### src/hw/rtl/smc_pkg.sv
// Shared types and constants for the sprite mask collision block.
// Stands alone; the other files of the block, but for smc_stream_if, use it by scoped names.
package smc_pkg;

    localparam int IDX_W  = 10;
    localparam int PIX_W  = 32;
    localparam int POS_W  = 16;
    localparam int SIZE_W = 15;

    localparam logic [PIX_W-1:0] KEY_RESET = 32'd12599360;

    localparam logic CMD_LOAD  = 1'b0;
    localparam logic CMD_QUERY = 1'b1;

    typedef struct packed {
        logic                     cmd;
        logic [IDX_W-1:0]         pixel_index;
        logic [PIX_W-1:0]         pixel_value;
        logic signed [POS_W-1:0]  entity_x;
        logic signed [POS_W-1:0]  entity_y;
        logic [SIZE_W-1:0]        entity_w;
        logic [SIZE_W-1:0]        entity_h;
        logic signed [POS_W-1:0]  tile_x;
        logic signed [POS_W-1:0]  tile_y;
    } req_t;

    typedef struct packed {
        logic hit;
        logic overlap;
    } rsp_t;

    // Scan token handed from cell to cell.
    typedef struct packed {
        logic valid;
        logic hit;
    } token_t;

    // Pixel write broadcast to all cells.
    typedef struct packed {
        logic             en;
        logic [IDX_W-1:0] idx;
        logic             opaque;
    } wr_t;

endpackage

### src/hw/rtl/smc_cell.sv
// One mask row of the tile with its slot in the scan chain.
// Depends on smc_pkg.
module smc_cell #(
    parameter int TILE_SIZE = 32,
    parameter int ROW       = 0
) (
    input  logic                               clk,
    input  logic                               rst_n,
    input  smc_pkg::wr_t                       wr,
    input  logic [TILE_SIZE-1:0]               cols,
    input  logic [$clog2(TILE_SIZE+1)-1:0]     r0,
    input  logic [$clog2(TILE_SIZE+1)-1:0]     r1,
    input  smc_pkg::token_t                    tok_in,
    output smc_pkg::token_t                    tok_out
);

    localparam int RW    = $clog2(TILE_SIZE + 1);
    localparam int CW    = $clog2(TILE_SIZE);
    localparam int AW    = 14;
    localparam int BASE  = ROW * TILE_SIZE;
    localparam int LIMIT = BASE + TILE_SIZE;

    logic [TILE_SIZE-1:0] mask_reg;
    logic [TILE_SIZE-1:0] mask_next;
    smc_pkg::token_t      tok_reg;
    smc_pkg::token_t      tok_next;
    logic [AW-1:0]        idx_ext;
    logic [AW-1:0]        offset;
    logic [CW-1:0]        col;
    logic                 in_row;
    logic                 row_sel;

    assign idx_ext = AW'(wr.idx);
    assign in_row  = (idx_ext >= AW'(BASE)) && (idx_ext < AW'(LIMIT));
    assign offset  = idx_ext - AW'(BASE);
    assign col     = offset[CW-1:0];
    assign row_sel = (RW'(ROW) >= r0) && (RW'(ROW) < r1);

    always_comb
    begin
        mask_next = mask_reg;
        if (wr.en && in_row)
        begin
            mask_next[col] = wr.opaque;
        end
    end

    always_comb
    begin
        tok_next.valid = tok_in.valid;
        tok_next.hit   = tok_in.hit | (tok_in.valid & row_sel & (|(mask_reg & cols)));
    end

    always_ff @(posedge clk or negedge rst_n)
    begin
        if (!rst_n)
        begin
            mask_reg <= '0;
            tok_reg  <= '0;
        end
        else
        begin
            mask_reg <= mask_next;
            tok_reg  <= tok_next;
        end
    end

    assign tok_out = tok_reg;

endmodule

### config.mk
export PLATFORM = sky130hd
export DESIGN_NAME = smc_cell
export DESIGN_NICKNAME = d
export VERILOG_FILES = /design/src/hw/rtl/smc_pkg.sv /design/src/hw/rtl/smc_cell.sv
export SDC_FILE = /design/constraint.sdc
export NUM_CORES = 1
export LEC_CHECK = 0
export ABC_AREA = 1
export BUFFER_PORTS_ARGS = -buffer_cell sky130_fd_sc_hd__buf_4
export CELL_PAD_IN_SITES_DETAIL_PLACEMENT = 1
export CELL_PAD_IN_SITES_GLOBAL_PLACEMENT = 1
export CORE_ASPECT_RATIO = 2
export CORE_MARGIN = 5
export CORE_UTILIZATION = 37
export CTS_BUF_LIST = sky130_fd_sc_hd__clkbuf_16
export CTS_CLUSTER_DIAMETER = 150
export DETAILED_ROUTE_END_ITERATION = 10
export PLACE_DENSITY = 0.83
export SLEW_MARGIN = 10
export SYNTH_ARGS = -nofsm -noshare
export SYNTH_HDL_FRONTEND = slang
export SYNTH_SLANG_ARGS = --single-unit
### constraint.sdc
create_clock -name clk -period 2.4 [get_ports clk]
set_input_delay 0 -clock clk [delete_from_list [all_inputs] [get_ports clk]]
set_output_delay 0 -clock clk [all_outputs]
set_load 0.01 [all_outputs]
# Yosys cells after proc, flatten, opt, wreduce, memory -nomap -nowiden

Cells that the tools add are included.

$lt $le $gt $ge: 6
Muxes and demuxes: 3
Bitwise operators: 4
Reductions and logical operators: 5

Operators by type and width:

| kind                                                                | count |
|---|---|
| AND 32 bit                                                          | 1 |
| bitwise mux 32 bit                                                  | 1 |
| OR reduction 32 bit                                                 | 1 |
| greater-or-equal comparator 10 x 1 -> 1 bit (second input constant) | 1 |
| < comparator 10 x 6 -> 1 bit (second input constant)                | 1 |
| greater-or-equal comparator 1 x 6 -> 1 bit (first input constant)   | 1 |
| < comparator 1 x 6 -> 1 bit (first input constant)                  | 1 |
| < comparator 5 x 6 -> 1 bit (second input constant)                 | 1 |
| demux 1 bit (select 5 bit)                                          | 1 |
| greater-or-equal comparator 5 x 1 -> 1 bit (second input constant)  | 1 |
| logical AND 1 bit                                                   | 4 |
| AND 1 bit                                                           | 2 |
| two-way mux 1 bit                                                   | 1 |
| bitwise OR 1 bit                                                    | 1 |

Bits in registers: 34
Input bits: 60
Output and inout bits: 2
Word-level logic and storage cells: 21

# Logic depth before layout (Yosys ltp)

Gate-level depths: netlist (run 1).

Depth in word-level cells: 5
Mapped depth: 8

# Least setup slack after synthesis (run 1)

Ideal clock, no wire load.

Kind: register -> register
From: register mask_reg[2]
To: register tok_reg (netlist bit tok_out[0])
Setup time: 116 ps
Arrival time: 810 ps
Required time: 2,284 ps
Slack: 1,473 ps
Cell stages (with the launch flop): 9
Period minus slack after synthesis: 927 ps
Path through: dfrtp_1 > nand2_1 > nand2_1 > nor2_1 > nand2_1 > nor2_1 > nand2_1 > nand2_1 > nand2_1

RTL lines:

| what                   | line           | RTL |
|---|---|---|
| from (decl)            | smc_cell.sv:23 | `logic [TILE_SIZE-1:0] mask_reg;` |
| from (signal assigned) | smc_cell.sv:63 | `mask_reg <= mask_next;` |
| to (signal assigned)   | smc_cell.sv:64 | `tok_reg <= tok_next;` |
| to (decl)              | smc_cell.sv:25 | `smc_pkg::token_t tok_reg;` |

# Worst setup path in the final report (run 1)

From: input wr[0] in the netlist's numbering
To: register mask_reg[1]

Word-level cells in the longest chain between the ends: 1

RTL lines:

| what               | line           | RTL |
|---|---|---|
| from (decl)        | smc_cell.sv:9  | `input smc_pkg::wr_t wr,` |
| bitwise mux 32 bit | smc_cell.sv:44 | `mask_next[col] = wr.opaque;` |

No other way between the ends.
A chain may end at the register's enable or synchronous reset.

==> results of run 1 <==
-- report_power, final --
| group | switching, W | internal, W | total (W) |
|---|---|---|---|
| Clock | 0.000223 | 0.000370 | 0.000594 |
| Sequential | 0.00000522 | 0.000584 | 0.000589 |
| Combinational | 0.0000790 | 0.0000828 | 0.000162 |
| Total | 0.000307 | 0.00104 | 0.00134 |
-- metrics by stage --
| step | power [W] | hold slack [ps] |
|---|---|---|
| floorplan | 0.000646 | -296 |
| global placement | 0.000753 | -17.0 |
| detailed placement | 0.000757 | -19.5 |
| CTS | 0.00135 | 31.7 |
| global route | 0.00139 | 38.8 |
| finish | 0.00134 | 34.1 |
-- logic make-up after synthesis --
group / Yosys count / synth area share
compound gates: 32 / 0.0946
buf+inv: 19 / 0.0473
flops: 34 / 0.487
simple gates: 156 / 0.371
-- worst reg2reg max path, delay by kind of cell (launching register included) --
family	cells	cell delay, ps
AND/OR/NAND/NOR	8	640
flip-flops	1	370
-- worst max-delay path by stage --
stage | to | depth (start not counted)
2_1_floorplan | tok_out[0] | 8
3_5_place_dp | mask_reg[26] | 5
4_1_cts | mask_reg[0] | 4
3_3_place_gp | mask_reg[26] | 5
6_report | mask_reg[1] | 4
5_1_grt | mask_reg[24] | 4
-- final cells by class --
type	instances	area, µm²	area share
well taps	55	68.8	0.0284
clock inverters	2	7.51	0.00310
multi-input cells	188	813	0.336
clock buffers	5	125	0.0517
repair buffers	66	505	0.209
flip-flops and latches	34	851	0.352
inverters	13	48.8	0.0202
-- cell usage in the layout, fill, tap and decap left out --
cell type / count
inv_1: 15
buf_4: 62
dlygate4sd3_1: 4
nor4_1: 1
o21ai_1: 30
dfrtp_1: 34
nor3_1: 9
nand2_1: 91
clkbuf_16: 5
nand3_1: 32
nand4_1: 1
o21bai_1: 2
nor3_2: 1
nor2_1: 21
-- layer usage --
layer	global-route usage	up-vias	wire length [µm]
met4	0.0697	0	108
li1	-	919	-
met2	0.348	39	3150
met5	0	-	0
met3	0.0289	9	227
met1	0.194	879	1950
-- repair_timing --
item | CTS | global route
gates resized for setup | 0 | 0
hold buffers | 4 | 0
endpoints found under the hold margin | 37 | 0
==> impl_metrics.yaml, run 1 <==
job:
  drv_cap: 0
critical_path:
  r2r_setup_slack_ps: 1290
  startpoint: "wr[0]"
  cpMaxStageDelayCell: "inv_1"
  crit_family: "buffers and inverters"
  crit_type: "primary input to flop"
  startpoint_type: "primary input"
  arrival_ps: 1570
  end_kind: "flop"
  critical_path_required_ps: 2520
  r2r_end: "tok_out[0]"
  path_buf_inv: 3
  ff2ff_path_depth: 8
  path_cells: "dlygate4sd3_1 > buf_4 > inv_1 > o21ai_1"
  max_stage_delay_ps: 700
  worstPathMaxFanout: 30
  r2r_start: "mask_reg[10]"
synth:
  yosysTopAreaCell: "dfrtp_1"
  synth_cell_types: 13
  ys_ff_latch: 34
  synth_nets: 301
  synth_top_cell_area_share: 0.487
  synth_warnings: 0
  synthArstFlopShare: 1.00
  synth_common_cells: "91 x nand2_1, 34 x dfrtp_1, 32 x nand3_1, 30 x o21ai_1, 21 x nor2_1"
  syn_avg_cell_area_um2: 7.25
  syn-cell-area_um2: 1750
  seq_area_frac_synth: 0.487
  ys_top_cells_by_area: "dfrtp_1 49%, nand2_1 20%, nand3_1 9.2%"
  synth-main-ff-cell: "dfrtp_1"
  synth-edff-count: 0
  synth.most_common_cell: "nand2_1"
  synth_cells: 241
worst_hold_path:
  holdPathEnd: "mask_reg[7]"
  min_path_cells: 4
  worstHoldStart: "wr[6]"
  hp-class: "primary input to flop"
drt:
  wl_mm: 5.44
  postRouteAntennaNets: 0
  drt_first_pass_iters: 4
  drtIter0Drc: 33
  vias: 1846
  viasPerCell: 5.09
  routedWlPerCell_um: 15.0
  drc_errors: 0
clock_tree:
  h-tree-depth: 2
  cts_setup_buffers: 0
  clockBufferDepth: 2
  cts_tree: "built"
  clk_pin_slew_ps: 50
  numCtsBuffers: 5
  cts_root_buffer: "clkbuf_16"
  clkSinkCount: 34
  clk_latency_ps: 280
cells_and_area:
  stdcell_area_um2: 2420
  nNetsFinal: 368
  num-fill-cells: 615
  area_delta_synth_final_pct: 38.5
  largest_reg_flops: 32
  fin_util: 0.526
  antenna_cells: 0
  drive_gt1_frac: 0.221
  final_cell_count_no_fill: 363
place:
  port_buffers: 61
  placed_cells: 352
  gp_congestion: 0.764
  place_hpwl_mm: 4.08
  dp_slack_ps: 1150
  placed_cell_area_um2: 2250
die:
  coreArea_um2: 4600
  pin_count: 62
  start_util: 0.380
  die_y_um: 107
  chipWidth_um: 58.6
  rows: 35
  dieArea_um2: 6280
sta:
  hold_viol_final: 0
  setup_tns_ps: 0
  finalWorstSetupSlack_ps: 950
  tightest_slew_ps: 974
  skew_ps: 3.30
  drv_slew: 0
  min_period_ps: 1450
  finalCritPeriodShare: 0.604
  setup_viol: 0
  rsz0062_at_grt: "false"
  relSlewSlack: 0.350
  fmax_mhz: 690
power_and_ir_drop:
  leakage_nw: 1.20
  power_density_nw_per_um2: 556
  peakVddDrop_mv: 0.411
global_route:
  antenna_found_initial: 0
  track_usage: 0.184
  first_global_vias: 1938
  gr-total-overflow: 0
  grt_max_degree: 35
  grt_pass1_wl_mm: 8.75
outcome:
  outcome: "finished, final reports clean"
Power figures use the tool's default switching activity.
==> inputs of run 2 (changes only) <==
--- a/config.mk
+++ b/config.mk
@@ -11,11 +11,11 @@
 export CELL_PAD_IN_SITES_GLOBAL_PLACEMENT = 1
 export CORE_ASPECT_RATIO = 2
 export CORE_MARGIN = 5
-export CORE_UTILIZATION = 37
+export CORE_UTILIZATION = 34
 export CTS_BUF_LIST = sky130_fd_sc_hd__clkbuf_16
 export CTS_CLUSTER_DIAMETER = 150
 export DETAILED_ROUTE_END_ITERATION = 10
-export PLACE_DENSITY = 0.83
+export PLACE_DENSITY = 0.77
 export SLEW_MARGIN = 10
 export SYNTH_ARGS = -nofsm -noshare
 export SYNTH_HDL_FRONTEND = slang
==> constraint.sdc (replaced) <==
create_clock -name clk -period 1.35 [get_ports clk]
set_input_delay 0 -clock clk [delete_from_list [all_inputs] [get_ports clk]]
set_output_delay 0 -clock clk [all_outputs]
set_load 0.01 [all_outputs]
==> impl_metrics.yaml, run 2 (synthesized netlist as in run 1, its figures left out) <==
sta:
  drv_slew: 0
  min_period_ps: 1160
  finalCritPeriodShare: 0.860
  rsz0062_at_grt: "false"
  hold_viol_final: 0
  skew_ps: 2.79
  setup_tns_ps: 0
  relSlewSlack: 0.668
  whs_ps: 42.3
  fmax_mhz: 861
  tightest_slew_ps: 494
  setup_viol: 0
place:
  gp_congestion: 0.746
  placed_cells: 366
  place_hpwl_mm: 4.44
  port_buffers: 61
die:
  dieArea_um2: 6760
  rows: 37
  start_util: 0.343
  die_y_um: 111
  coreArea_um2: 5090
  pin_count: 62
  chipWidth_um: 60.7
drt:
  viasPerCell: 4.96
  drc_errors: 0
  routedWlPerCell_um: 14.7
  wl_mm: 5.57
  drt_first_pass_iters: 4
  vias: 1874
  drtIter0Drc: 36
  postRouteAntennaNets: 0
cells_and_area:
  drive_gt1_frac: 0.250
  final_cell_count_no_fill: 378
  layout_common_cells: "91 x nand2_1, 72 x buf_4, 34 x dfrtp_1"
  layout_commonest_cell: "nand2_1"
  antenna_cells: 0
  nNetsFinal: 379
  area_delta_synth_final_pct: 45.9
  largest_reg_flops: 32
clock_tree:
  cts_tree: "built"
  post_cts_resized: 0
  cts_root_buffer: "clkbuf_16"
  clkSinkCount: 34
  numCtsBuffers: 5
  clockBufferDepth: 2
  clk_pin_slew_ps: 50
  clk_latency_ps: 270
  h-tree-depth: 2
worst_hold_path:
  hp-class: "primary input to flop"
  min_path_cells: 4
critical_path:
  ff2ff_path_depth: 8
  critical_path_required_ps: 1510
  arrival_ps: 1330
  r2r_setup_slack_ps: 190
  startpoint_type: "flop"
  crit_type: "flop to flop"
  worstPathMaxFanout: 2
  end_kind: "flop"
power_and_ir_drop:
  power_density_nw_per_um2: 1020
  leakage_nw: 1.28
  pwr-share-comb: 0.120
  seq_power_share: 0.401
  power.share.clock: 0.479
  peakVddDrop_mv: 0.867
  p_int_w: 0.00206
  p_switching_w: 0.000551
  switching_share: 0.211
outcome:
  outcome: "finished, final reports clean"
global_route:
  track_usage: 0.181
  grt_pass1_wl_mm: 9.23
  grt_max_degree: 35
  gr-total-overflow: 0
  met1_usage: 0.197
  antenna_found_initial: 0
  use_met3: 0.0255
  met2_usage: 0.337
  first_global_vias: 2018
  busiest_layer: "met2"
job:
  drv_cap: 0
==> run 2: final cells by class <==
type                    instances  area [µm²]
multi-input cells             188         813
fillers                       670        2540
clock inverters                 3        37.5
repair buffers                 77         601
inverters                      13        48.8
flip-flops and latches         34         851
clock buffers                   5         125
well taps                      58        72.6
==> run 2: worst max-delay path, stage by stage (launching register included) <==
cell and delay, ps:
dfrtp_1 380, nand2_1 80, nand2_1 60, nor2_1 100
nand2_1 70, nor2_1 190, nand2_1 70, nand2_1 60
nand2_1 40
==> run 2: power groups by stage <==
stage	clock (W)	sequential, W	combinational [W]
2_1_floorplan	0	0.00106	0.0000840
3_3_place_gp	0	0.00106	0.000302
3_5_place_dp	0	0.00106	0.000309
4_1_cts	0.00129	0.00105	0.000319
5_1_grt	0.00133	0.00105	0.000346
6_report	0.00125	0.00105	0.000313
==> run 2: final timing paths <==
| path | startpoint | endpoint |
|---|---|---|
| setup reg to reg | mask_reg[24] | tok_out[0] |
| min in group asynchronous | rst_n | mask_reg[12] |
| max in group asynchronous | rst_n | mask_reg[1] |
| hold reg to reg | mask_reg[11] | mask_reg[11] |
| hold / removal | wr[6] | mask_reg[7] |
| setup / recovery | mask_reg[24] | tok_out[0] |
==> run 2: routing by layer <==
layer / share of wire / wire length, µm / up-vias
met5: 0 / 0 / -
met4: 0.011 / 63 / 0
met3: 0.037 / 204 / 5
met2: 0.59 / 3270 / 35
met1: 0.36 / 2030 / 895
li1: - / - / 939
==> run 2: what timing repair did <==
action                                 4_1_cts  5_1_grt
hold buffers                                 4        0
endpoints found under the hold margin       38        0
setup buffers                                0        0
setup endpoints to repair                    0        0
==> run 2: stage by stage <==
stage | total power [W] | setup WS, ps | util | instance area [µm²]
after detailed placement | 0.00137 | 154 | 0.461 | 2350
after global placement | 0.00137 | 154 | 0.461 | 2350
final | 0.00261 | 188 | 0.500 | 2550
after floorplan | 0.00115 | 423 | - | 1750
after global routing | 0.00272 | 52.4 | 0.500 | 2550
after CTS | 0.00265 | 139 | 0.500 | 2550
==> inputs of run 3 (changes only) <==
==> constraint.sdc (replaced) <==
create_clock -name clk -period 1.2 [get_ports clk]
set_input_delay 0 -clock clk [delete_from_list [all_inputs] [get_ports clk]]
set_output_delay 0 -clock clk [all_outputs]
set_load 0.01 [all_outputs]
==> impl_metrics.yaml, run 3 (synthesized netlist as in run 1, its figures left out) <==
power_and_ir_drop:
  leakage_nw: 1.29
  total_power_w: 0.00295
  seq_power_share: 0.399
  power.share.clock: 0.482
  peakVddDrop_mv: 1.00
  power_density_nw_per_um2: 1150
  pwr-share-comb: 0.119
  p_int_w: 0.00232
  p_switching_w: 0.000637
  switching_share: 0.215
sta:
  rsz0062_at_grt: "true"
  finalCritPeriodShare: 0.945
  tightest_slew_ps: 473
  hold_viol_final: 0
  min_period_ps: 1130
  drv_slew: 0
  relSlewSlack: 0.682
  skew_ps: 4.52
  setup_viol: 0
  fmax_mhz: 882
critical_path:
  end_kind: "flop"
  arrival_ps: 1300
  startpoint_type: "flop"
  ff2ff_path_depth: 8
  critical_path_required_ps: 1370
  worstPathMaxFanout: 2
  crit_type: "flop to flop"
drt:
  drtIter0Drc: 31
  viasPerCell: 4.92
  wl_mm: 5.71
  drc_errors: 0
  postRouteAntennaNets: 0
  routedWlPerCell_um: 15.0
  drt_first_pass_iters: 4
  vias: 1870
worst_hold_path:
  hp-class: "primary input to flop"
  min_path_cells: 4
cells_and_area:
  layout_commonest_cell: "nand2_1"
  layout_common_cells: "91 x nand2_1, 75 x buf_4, 34 x dfrtp_1"
  num-fill-cells: 683
  nNetsFinal: 381
  drive_gt1_frac: 0.267
  largest_reg_flops: 32
  seqCellArea_um2: 851
  stdcell_area_um2: 2560
  fin_util: 0.503
  antenna_cells: 0
  multiInputGateArea_um2: 823
  area_delta_synth_final_pct: 46.6
clock_tree:
  clk_latency_ps: 280
  clk_pin_slew_ps: 50
  clkSinkCount: 34
  cts_root_buffer: "clkbuf_16"
  numCtsBuffers: 5
  h-tree-depth: 2
  clockBufferDepth: 2
  cts_tree: "built"
place:
  place_hpwl_mm: 4.30
  gp_congestion: 0.766
  placed_cell_area_um2: 2330
  port_buffers: 61
die:
  pin_count: 62
  coreArea_um2: 5090
  start_util: 0.343
  rows: 37
  chipWidth_um: 60.7
  die_y_um: 111
  dieArea_um2: 6760
global_route:
  grt_max_degree: 35
  first_global_vias: 1965
  track_usage: 0.187
  antenna_found_initial: 0
  gr-total-overflow: 0
  grt_pass1_wl_mm: 9.29
outcome:
  outcome: "finished, final reports clean"
job:
  drv_cap: 0
## run 3: power groups by stage
stage	Sequential (W)	Clock (W)	Combinational [W]
floorplan	0.00120	0	0.0000945
global placement	0.00120	0	0.000333
detailed placement	0.00120	0	0.000339
CTS	0.00118	0.00146	0.000355
global route	0.00118	0.00152	0.000390
finish	0.00118	0.00142	0.000353
## run 3: metal layers
metal	part of all wire	up-vias	global-route usage
met4	0.030	0	0.0868
met3	0.032	11	0.0302
met1	0.36	877	0.199
met2	0.58	40	0.337
met5	0	-	0
li1	-	942	-
## run 3: final cells by class
| cell class | count | area share |
|---|---|---|
| clock buffer | 5 | 0.0489 |
| clock inverter | 3 | 0.0147 |
| inverter | 13 | 0.0191 |
| multi-input combinational | 188 | 0.321 |
| sequential | 34 | 0.332 |
| tap | 58 | 0.0283 |
| timing repair buffer | 79 | 0.235 |
## run 3: what timing repair did
action / CTS / global route
gates cloned: 0 / 0
buffers inserted: 0 / 2
hold buffers: 4 / 0
gates resized for setup: 2 / 2
hold endpoints to repair: 37 / 0
pin swaps: 0 / 7
endpoints found under the setup margin: 1 / 1
## run 3: worst paths after layout
kind / start / endpoint / slack, ps
hold reg to reg: mask_reg[20] / mask_reg[20] / 490
max in group asynchronous: rst_n / mask_reg[22] / 640
hold / removal: wr[6] / mask_reg[7] / 40
setup reg to reg: mask_reg[11] / tok_out[0] / 70
min in group asynchronous: rst_n / tok_out[1] / 230
setup / recovery: mask_reg[11] / tok_out[0] / 70
## run 3: critical path, cell delays in order (launching register included)
cell	delay, ps
dfrtp_1	380
nand2_1	80
nand2_1	60
nor2_2	110
nand2_1	80
nor2_2	140
nand2_1	70
nand2_1	50
nand2_1	40
## run 3: per-stage QoR
stage          setup slack [ps]  setup TNS [ps]  hold WS [ps]  instances
2_1_floorplan               273               0          -296        241
4_1_cts                    5.08               0          25.4        378
3_3_place_gp              -16.0           -16.0         -24.5        366
3_5_place_dp              -41.2           -41.2         -22.4        366
5_1_grt                   -47.8           -47.8          88.0        380
6_report                   65.7               0          37.1        380
